==> src/rtl/pttlm_pkg.sv <==
package pttlm_pkg;

   // field widths
   localparam int PEDAL_W = 10;
   localparam int LEVEL_W = 12;
   localparam int WIDE_W  = 22;
   localparam int QBITS   = 21;
   localparam int CSR_IDX_W  = 3;
   localparam int CSR_DATA_W = 20;

   // level limits
   localparam int LIMIT_HI  = 1050;
   localparam int LIMIT_LO  = -1050;
   localparam int SNAP_FROM = 979;
   localparam int FULL_LVL  = 1000;

   // register indexes
   localparam logic [CSR_IDX_W-1:0] REG_REGEN_FULL  = 3'd0;
   localparam logic [CSR_IDX_W-1:0] REG_REGEN_LIGHT = 3'd1;
   localparam logic [CSR_IDX_W-1:0] REG_DRIVE_START = 3'd2;
   localparam logic [CSR_IDX_W-1:0] REG_MAP_ONE     = 3'd3;
   localparam logic [CSR_IDX_W-1:0] REG_MAP_TWO     = 3'd4;
   localparam logic [CSR_IDX_W-1:0] REG_MAP_THREE   = 3'd5;
   localparam logic [CSR_IDX_W-1:0] REG_CREEP       = 3'd6;
   localparam logic [CSR_IDX_W-1:0] REG_REGEN_PCT   = 3'd7;

   typedef enum logic [1:0] {
      KIND_ZERO,
      KIND_CREEP,
      KIND_REGEN,
      KIND_DRIVE
   } kind_type;

   // what travels beside the divider
   typedef struct packed {
      kind_type            kind;
      logic [9:0]          y0;
      logic [10:0]         creep_lvl;
      logic signed [7:0]   rdiff;
      logic [6:0]          rlo;
   } side_type;

   typedef struct packed {
      logic [QBITS-1:0] work;
      logic [9:0]       rem;
      logic [9:0]       den;
      logic             qneg;
      side_type         side;
   } div_type;

endpackage

==> src/rtl/pedal_to_torque_level_map_core.sv <==
// Pedal to torque level map. Each pedal sample (tdata: pedal permille, tuser: signal valid
// flag) yields one signed torque level in permille and the sticky fault flag. Samples flow
// through a fixed pipeline of 26 register stages: decode, multiply, a 21-stage restoring
// divider that retires one quotient bit per stage, two regen scaling stages and the output
// register. One sample is accepted every cycle unless rsp stalls, which freezes the whole
// pipeline. Registers are written through the csr port, which is always ready; the user
// must write them only while no sample is in flight, as the block does not enforce it.
module pedal_to_torque_level_map_core (
   input  logic                               clock,
   input  logic                               reset,
   input  logic                               req_tvalid,
   output logic                               req_tready,
   input  logic [15:0]                        req_tdata,   // [9:0] pedal_position
   input  logic [0:0]                         req_tuser,   // [0] signal_valid
   output logic                               rsp_tvalid,
   input  logic                               rsp_tready,
   output logic [15:0]                        rsp_tdata,   // [11:0] torque_level
   output logic [0:0]                         rsp_tuser,   // [0] fault_seen
   input  logic                               csr_valid,
   output logic                               csr_ready,
   input  logic [pttlm_pkg::CSR_IDX_W-1:0]    csr_index,
   input  logic [pttlm_pkg::CSR_DATA_W-1:0]   csr_data
);
   import pttlm_pkg::*;

   // configuration registers
   logic [9:0]  rfull_ff, rlight_ff, dstart_ff;
   logic [19:0] mp1_ff, mp2_ff, mp3_ff;
   logic [6:0]  creep_ff;
   logic [13:0] rpct_ff;
   logic        fault_ff;

   logic adv;
   assign adv        = !rsp_tvalid || rsp_tready;
   assign req_tready = adv;
   assign csr_ready  = 1'b1;

   always_ff @(posedge clock) begin
      if (reset) begin
         rfull_ff  <= 10'd0;
         rlight_ff <= 10'd270;
         dstart_ff <= 10'd280;
         mp1_ff    <= 20'd768500;
         mp2_ff    <= 20'd768500;
         mp3_ff    <= 20'd768500;
         creep_ff  <= 7'd0;
         rpct_ff   <= 14'd8960;
      end else if (csr_valid) begin
         unique case (csr_index)
            REG_REGEN_FULL:  rfull_ff  <= csr_data[9:0];
            REG_REGEN_LIGHT: rlight_ff <= csr_data[9:0];
            REG_DRIVE_START: dstart_ff <= csr_data[9:0];
            REG_MAP_ONE:     mp1_ff    <= csr_data;
            REG_MAP_TWO:     mp2_ff    <= csr_data;
            REG_MAP_THREE:   mp3_ff    <= csr_data;
            REG_CREEP:       creep_ff  <= csr_data[6:0];
            REG_REGEN_PCT:   rpct_ff   <= csr_data[13:0];
            default: ;
         endcase
      end
   end

   // ---------------- stage a: decode zone and segment
   logic [9:0]         a_dx_in, a_den_in;
   logic signed [10:0] a_dy_in;
   logic               a_neg_in;
   side_type           a_side_in;

   always_comb begin
      logic [9:0]         p, x0, x1, y0, y1;
      logic signed [10:0] span_f, span_r;
      logic               creep_hit, regen_hit, drive_hit;
      p         = req_tdata[9:0];
      creep_hit = (p == 10'd0) && (creep_ff != 7'd0);
      regen_hit = (p <= rlight_ff) && (p >= rfull_ff);
      drive_hit = (p >= dstart_ff);
      span_r    = $signed({1'b0, rlight_ff}) - $signed({1'b0, rfull_ff});
      // pick the last segment whose guard holds
      x0 = dstart_ff;      x1 = mp1_ff[19:10]; y0 = 10'd0;         y1 = mp1_ff[9:0];
      if (p >= mp1_ff[19:10] && mp2_ff[19:10] > mp1_ff[19:10]) begin
         x0 = mp1_ff[19:10]; x1 = mp2_ff[19:10]; y0 = mp1_ff[9:0]; y1 = mp2_ff[9:0];
      end
      if (p >= mp2_ff[19:10] && mp3_ff[19:10] > mp2_ff[19:10]) begin
         x0 = mp2_ff[19:10]; x1 = mp3_ff[19:10]; y0 = mp2_ff[9:0]; y1 = mp3_ff[9:0];
      end
      if (p >= mp3_ff[19:10] && mp3_ff[19:10] < 10'(FULL_LVL)) begin
         x0 = mp3_ff[19:10]; x1 = 10'(FULL_LVL); y0 = mp3_ff[9:0]; y1 = 10'(FULL_LVL);
      end
      span_f = $signed({1'b0, x1}) - $signed({1'b0, x0});

      a_side_in.kind      = KIND_ZERO;
      a_side_in.y0        = y0;
      a_side_in.creep_lvl = 11'(creep_ff) * 11'd10;
      a_side_in.rdiff     = $signed({1'b0, rpct_ff[13:7]}) - $signed({1'b0, rpct_ff[6:0]});
      a_side_in.rlo       = rpct_ff[6:0];
      // regen: offset times 100 over the zone span
      a_dx_in  = p - rfull_ff;
      a_dy_in  = 11'sd100;
      a_den_in = span_r[9:0];
      a_neg_in = 1'b0;
      if (creep_hit)
         a_side_in.kind = KIND_CREEP;
      else if (regen_hit && span_r != 11'sd0)
         a_side_in.kind = KIND_REGEN;
      if (drive_hit) begin
         a_side_in.kind = (span_f != 11'sd0) ? KIND_DRIVE : KIND_ZERO;
         a_dx_in  = p - x0;
         a_dy_in  = $signed({1'b0, y1}) - $signed({1'b0, y0});
         a_neg_in = span_f < 0;
         a_den_in = a_neg_in ? 10'(-span_f) : span_f[9:0];
      end
      if (!req_tuser[0])
         a_side_in.kind = KIND_ZERO;
   end

   logic               a_vld_ff;
   logic [9:0]         a_dx_ff, a_den_ff;
   logic signed [10:0] a_dy_ff;
   logic               a_neg_ff;
   side_type           a_side_ff;

   always_ff @(posedge clock) begin
      if (reset) a_vld_ff <= 1'b0;
      else if (adv) a_vld_ff <= req_tvalid;
      if (adv) begin
         a_dx_ff   <= a_dx_in;
         a_dy_ff   <= a_dy_in;
         a_den_ff  <= a_den_in;
         a_neg_ff  <= a_neg_in;
         a_side_ff <= a_side_in;
      end
   end

   // ---------------- stage b: numerator product and sign split
   div_type            b_in;
   logic signed [21:0] b_prod;

   always_comb begin
      b_prod      = $signed({1'b0, a_dx_ff}) * a_dy_ff;
      b_in.work   = (b_prod < 0) ? QBITS'(-b_prod) : b_prod[QBITS-1:0];
      b_in.rem    = 10'd0;
      b_in.den    = a_den_ff;
      b_in.qneg   = (b_prod < 0) ^ a_neg_ff;
      b_in.side   = a_side_ff;
   end

   // ---------------- divider: one quotient bit per stage
   div_type dv_ff  [0:QBITS];
   logic    dvl_ff [0:QBITS];

   always_ff @(posedge clock) begin
      if (reset) dvl_ff[0] <= 1'b0;
      else if (adv) dvl_ff[0] <= a_vld_ff;
      if (adv) dv_ff[0] <= b_in;
   end

   for (genvar k = 0; k < QBITS; k++) begin : g_div
      div_type    nx;
      logic [10:0] trial;
      always_comb begin
         nx    = dv_ff[k];
         trial = {dv_ff[k].rem, dv_ff[k].work[QBITS-1]};
         if (trial >= {1'b0, dv_ff[k].den}) begin
            nx.rem  = 10'(trial - {1'b0, dv_ff[k].den});
            nx.work = {dv_ff[k].work[QBITS-2:0], 1'b1};
         end else begin
            nx.rem  = trial[9:0];
            nx.work = {dv_ff[k].work[QBITS-2:0], 1'b0};
         end
      end
      always_ff @(posedge clock) begin
         if (reset) dvl_ff[k+1] <= 1'b0;
         else if (adv) dvl_ff[k+1] <= dvl_ff[k];
         if (adv) dv_ff[k+1] <= nx;
      end
   end

   // ---------------- stage p1: signed quotient, drive level, regen product
   logic signed [WIDE_W-1:0] p1_drive_in;
   logic signed [15:0]       p1_prod_in;

   always_comb begin
      logic signed [WIDE_W-1:0] qs;
      logic signed [7:0]        t;
      qs = dv_ff[QBITS].qneg ? -$signed({1'b0, dv_ff[QBITS].work})
                             :  $signed({1'b0, dv_ff[QBITS].work});
      p1_drive_in = qs + $signed({12'd0, dv_ff[QBITS].side.y0});
      t           = 8'sd100 - $signed({1'b0, dv_ff[QBITS].work[6:0]});
      p1_prod_in  = dv_ff[QBITS].side.rdiff * t;
   end

   logic                     p1_vld_ff;
   logic signed [WIDE_W-1:0] p1_drive_ff;
   logic signed [15:0]       p1_prod_ff;
   side_type                 p1_side_ff;

   always_ff @(posedge clock) begin
      if (reset) p1_vld_ff <= 1'b0;
      else if (adv) p1_vld_ff <= dvl_ff[QBITS];
      if (adv) begin
         p1_drive_ff <= p1_drive_in;
         p1_prod_ff  <= p1_prod_in;
         p1_side_ff  <= dv_ff[QBITS].side;
      end
   end

   // ---------------- stage p2: regen scale by a tenth, level select
   logic signed [WIDE_W-1:0] p2_lvl_in;

   always_comb begin
      logic [14:0]        amag;
      logic [31:0]        scaled;
      logic [10:0]        tenth;
      logic signed [11:0] q10;
      amag   = (p1_prod_ff < 0) ? 15'(-p1_prod_ff) : p1_prod_ff[14:0];
      scaled = 32'(amag) * 32'd6554;   // times 2^16/10, exact below 16000
      tenth  = scaled[26:16];
      q10    = (p1_prod_ff < 0) ? -$signed({1'b0, tenth}) : $signed({1'b0, tenth});
      case (p1_side_ff.kind)
         KIND_CREEP: p2_lvl_in = $signed({11'd0, p1_side_ff.creep_lvl});
         KIND_REGEN: p2_lvl_in = -$signed(WIDE_W'(p1_side_ff.rlo) * WIDE_W'(10))
                                 - WIDE_W'(q10);
         KIND_DRIVE: p2_lvl_in = p1_drive_ff;
         default:    p2_lvl_in = '0;
      endcase
   end

   logic                     p2_vld_ff;
   logic signed [WIDE_W-1:0] p2_lvl_ff;

   always_ff @(posedge clock) begin
      if (reset) p2_vld_ff <= 1'b0;
      else if (adv) p2_vld_ff <= p1_vld_ff;
      if (adv) p2_lvl_ff <= p2_lvl_in;
   end

   // ---------------- output register: range fault and top snap
   logic               oor;
   logic signed [11:0] lvl_out_in;
   logic               o_vld_ff;
   logic signed [11:0] o_lvl_ff;
   logic               o_fault_ff;

   assign oor = (p2_lvl_ff > WIDE_W'(LIMIT_HI)) || (p2_lvl_ff < WIDE_W'(LIMIT_LO));

   always_comb begin
      if (oor)
         lvl_out_in = '0;
      else if (p2_lvl_ff > WIDE_W'(SNAP_FROM))
         lvl_out_in = 12'(FULL_LVL);
      else
         lvl_out_in = p2_lvl_ff[11:0];
   end

   always_ff @(posedge clock) begin
      if (reset) begin
         o_vld_ff <= 1'b0;
         fault_ff <= 1'b0;
      end else if (adv) begin
         o_vld_ff <= p2_vld_ff;
         if (p2_vld_ff && oor) fault_ff <= 1'b1;
      end
      if (adv) begin
         o_lvl_ff   <= lvl_out_in;
         o_fault_ff <= fault_ff | (p2_vld_ff & oor);
      end
   end

   assign rsp_tvalid = o_vld_ff;
   assign rsp_tdata  = {4'd0, o_lvl_ff};
   assign rsp_tuser  = o_fault_ff;

`ifndef ASSERT_OFF
   a_fault_sticky: assert property (@(posedge clock) disable iff (reset)
      !$fell(fault_ff)) else $error("fault latch cleared");
   a_level_range: assert property (@(posedge clock) disable iff (reset)
      rsp_tvalid |-> (o_lvl_ff >= -12'sd1050) && (o_lvl_ff <= 12'sd1000))
      else $error("level out of range");
   a_snap: assert property (@(posedge clock) disable iff (reset)
      (rsp_tvalid && o_lvl_ff > 12'sd979) |-> (o_lvl_ff == 12'sd1000))
      else $error("level not snapped to full");
   a_fault_seen: assert property (@(posedge clock) disable iff (reset)
      (rsp_tvalid && rsp_tready && rsp_tuser[0]) |=> fault_ff)
      else $error("fault shown but not latched");
`endif

endmodule
==> config.mk <==
export PLATFORM = sky130hd
export DESIGN_NAME = pedal_to_torque_level_map_core
export DESIGN_NICKNAME = d
export VERILOG_FILES = /design/src/rtl/pttlm_pkg.sv /design/src/rtl/pedal_to_torque_level_map_core.sv
export SDC_FILE = /design/constraint.sdc
export NUM_CORES = 2
export LEC_CHECK = 0
export ABC_AREA = 0
export BUFFER_PORTS_ARGS = -buffer_cell sky130_fd_sc_hd__buf_2
export CORE_MARGIN = 1.5
export CORE_UTILIZATION = 52
export DETAILED_ROUTE_END_ITERATION = 12
export GPL_TIMING_DRIVEN = 0
export HOLD_SLACK_MARGIN = 0.08
export PLACE_DENSITY = 0.69
export SLEW_MARGIN = 20
export SYNTH_ARGS = -nofsm -noshare
export SYNTH_HDL_FRONTEND = slang
export SYNTH_SLANG_ARGS = --single-unit
==> constraint.sdc <==
create_clock -name clock -period 41.9 [get_ports clock]
set_input_delay 0 -clock clock [delete_from_list [all_inputs] [get_ports clock]]
set_output_delay 0 -clock clock [all_outputs]
set_load 0.005 [all_outputs]
==> summary by stage <==
GRT
Summed over all layers, the global routing overflow is 0. The initial antenna violation count is 2. The largest net degree at the start of global routing is 123.

The overall fraction of global-route tracks in use is 17.8%. The number of global-route vias before repair was 48200. The first global-routing pass estimated 249 mm of wire.

Synthesis
The number of flops mapped to enable cells by yosys is 1891. Each instance of the synthesized netlist takes up on average 14.4 µm². The post-synthesis cell type with the largest combined area is sky130_fd_sc_hd__edfxtp_1. By area, the combinational part of the netlist is dominated by adder cells. The fraction of registers with async set or reset after synthesis is 0%. Counting flops and latches in the post-synthesis netlist gives 2007.

The share of the Yosys chip area taken by registers is 65.2%. The multiplexer area fraction after synthesis is 2.73%. The area fraction in and, or, nand and nor cells after synthesis is 7.17%.

The top flip-flop cell by instance count after synthesis is sky130_fd_sc_hd__edfxtp_1. The Yosys step of the flow raised 0 warnings. The adder and majority gate portion of the synthesized area is 12.5%. The share of Yosys cell area claimed by the top area cell type is 62.6%. The xor-xnor portion of the synthesized cell area is 2.87%. By area the synthesized netlist is led by sky130_fd_sc_hd__edfxtp_1 63%, sky130_fd_sc_hd__ha_1 8.0%, sky130_fd_sc_hd__fa_1 4.5%. Summing every instance area after synthesis gives 90700 µm². After technology mapping, the gate count stands at 6312.

The synthesized netlist devotes 6.20% of its cell area to compound gates. The unique cell type count in the Yosys netlist is 87.

Place
The count of buffers added on input and output ports is 43. The detailed placer's ending HPWL is 110 mm. The cell count after placement is 8702. The final estimated routing congestion in global placement is 0.931. After detailed placement, the total cell area comes to 94300 µm².

STA
The number of hold violations in the final report is 0. The final max-slew violation count is 0. For the pin with the worst max-slew slack, the measured transition is 1030 ps. The time the final worst path needs with I/O delays and setup is 10320 ps.

In the finished design, the share of the clock period the worst path needs comes to 24.6%. Setup repair after global routing left no endpoint under its margin. Static timing analysis puts the maximum clock frequency at 96.9 MHz. The total negative slack for setup checks is 0 ps. The clock arrives with 39.1 ps of skew. The worst-case headroom to the max-slew limit is 31.4%.

The final setup violation count is 0.

Run status
The run finished with clean final reports.

Cells and area
The fraction of layout instances using a drive strength above 1 is 8.42%. With fillers left out, the area of the finished cells amounts to 101000 µm². After the last flow step, the layout net total stands at 7453. Excluding fillers, the count of instances in the completed layout stands at 9107. In the layout the commonest cells are 1891 x sky130_fd_sc_hd__edfxtp_1, 684 x sky130_fd_sc_hd__inv_1, 580 x sky130_fd_sc_hd__ha_1, 443 x sky130_fd_sc_hd__nand2_1, 314 x sky130_fd_sc_hd__nor2_1.

Compared with the post-synthesis result, the final layout area differs by 11.6%. The leading cell type in the layout, fill and taps excluded is sky130_fd_sc_hd__edfxtp_1.

CTS
Clock-pin slew was measured on the worst setup and hold paths at 60 ps. In this run the deepest clock path goes through 3 buffers. After clock tree synthesis, the repair step resized 0 gates. Clock tree synthesis found a total of 2007 sinks.

The number of levels in the clock H-tree is 4. The number of hold-repair buffers added at the cts stage is 55. The root buffer cell chosen for the clock tree is sky130_fd_sc_hd__clkbuf_16. The setup fix buffers added after clock tree synthesis is 0. Clock latency on the worst-skew pair, taken at its later pin, is 810 ps. Counting the buffers created by CTS gives 190.

The TritonCTS clock tree is yes.

Floorplan
The y dimension of the die is 421 µm. The floorplan step defined a core boundary enclosing 174000 µm². The number of core rows is 153. The initial utilization of the core area, before any placement, comes to 52.2%. Measured along the x axis, the die boundary spans 421 µm. The die covers 177000 µm².

The number of top-level pins is 65.

Worst setup path
The largest single stage delay on the critical path is 580 ps. On the critical path the largest part of the delay comes from adder cells. The critical path in this run is classified as flip-flop to flip-flop. In this run the worst path has a maximum fanout of 7. STA classifies the critical path endpoint as a flip-flop. The count of buffer and inverter cells on the critical path is 6.

The data required time at the worst endpoint is 42440 ps. The critical path data arrival time is 10850 ps. Among the stages of the critical path, the cell type that occurs most often is sky130_fd_sc_hd__inv_1.

The type of element launching the critical path is a flip-flop. The largest individual stage delay along the critical path comes from the cell sky130_fd_sc_hd__xor2_1.

Route
The detailed-route via count is 47600. After detailed routing, the average wire length per cell comes to 17.0 µm. Dividing the detail-routed via count by the number of cells gives 5.23.

The routed wire length is 155 mm. For this run, design rule violations remaining after detail routing come to 0. The detailed-routing iteration count for the pre-antenna-repair pass is 5. The number of violations reported at the end of detailed-routing iteration 0 is 2743. The post-route antenna net violation count is 0.

Job
Across the run, the number of max-cap violations was 0.

Min path
In this run the worst hold path is classified as input port to flip-flop.
==> cell usage after synthesis (109+ instances only) <==
| library cell | count |
|---|---|
| sky130_fd_sc_hd__edfxtp_1 | 1891 |
| sky130_fd_sc_hd__inv_1 | 685 |
| sky130_fd_sc_hd__ha_1 | 580 |
| sky130_fd_sc_hd__nand2_1 | 443 |
| sky130_fd_sc_hd__nor2_1 | 316 |
| sky130_fd_sc_hd__a21oi_1 | 226 |
| sky130_fd_sc_hd__fa_1 | 204 |
| sky130_fd_sc_hd__o21ai_0 | 197 |
| sky130_fd_sc_hd__xnor2_1 | 184 |
| sky130_fd_sc_hd__mux2_2 | 150 |
| sky130_fd_sc_hd__and2_1 | 119 |
| sky130_fd_sc_hd__dfxtp_1 | 116 |
| sky130_fd_sc_hd__xor2_1 | 109 |
==> state kept, by name (all words and copies together) (netlist names), 11 cells and up <==
| register | count |
|---|---|
| dv_ff | 1708 |
| a_side_ff | 37 |
| dvl_ff | 22 |
| p1_drive_ff | 22 |
| p2_lvl_ff | 22 |
| mp1_ff | 20 |
| mp2_ff | 20 |
| mp3_ff | 20 |
| p1_side_ff | 19 |
| p1_prod_ff | 16 |
| rpct_ff | 14 |
| o_lvl_ff | 12 |
| a_dy_ff | 11 |
==> per-stage QoR <==
step	util, %	hold WS [ps]	setup slack, ps
6_report	58.3	155	31580
5_1_grt	58.3	115	30800
4_1_cts	58.3	80.3	31560
3_5_place_dp	54.3	270	31640
3_3_place_gp	54.0	250	-11160
2_1_floorplan	-	118	3200
==> worst paths after layout <==
check                 from            end  slack (ps)  depth (start not counted)
min            csr_data[8]      mp2_ff[8]         150                          4
max          p1_prod_ff[0]  p2_lvl_ff[10]       31580                         39
max reg2reg  p1_prod_ff[0]  p2_lvl_ff[10]       31580                         39
min reg2reg  a_side_ff[35]   dv_ff[0][35]         390                          0
==> tightest hold or removal path, delay by kind of cell <==
family	cells	cell delay, ps
and+or+nand+nor	2	150
buffers and inverters	2	750
==> kinds of logic after synthesis <==
kind of cell             count (synthesis)
buffers and inverters                  790
other                                    2
XOR/XNOR                               295
AO/OA/AOI/OAI                          860
adder cells (fa/ha/maj)                784
AND/OR/NAND/NOR                       1345
flip-flops                            2007
multiplexers                           229
==> area by class of cell <==
cell class,count,area (µm²)
diodes,3,7.51
plain buffers,105,449
clock buffers,226,4930
clock inverters,121,1340
fillers,13300,72500
inverters,685,2580
multi-input cells,3518,28600
flip-flops and latches,2007,59100
well taps,2325,2910
repair buffers,117,1280
==> routing by layer <==
metal  track usage, %  vias to the layer above  wire, µm
met5                0                        -         0
met3             2.76                      319      5570
met1             21.5                    23100     64000
met4             7.50                        0      6050
met2             31.7                      854     79500
li1                 -                    23400         -
Power is left out: the tool's default activity adds up to more than one toggle a clock period on the data nets, which glitch-free logic cannot reach.
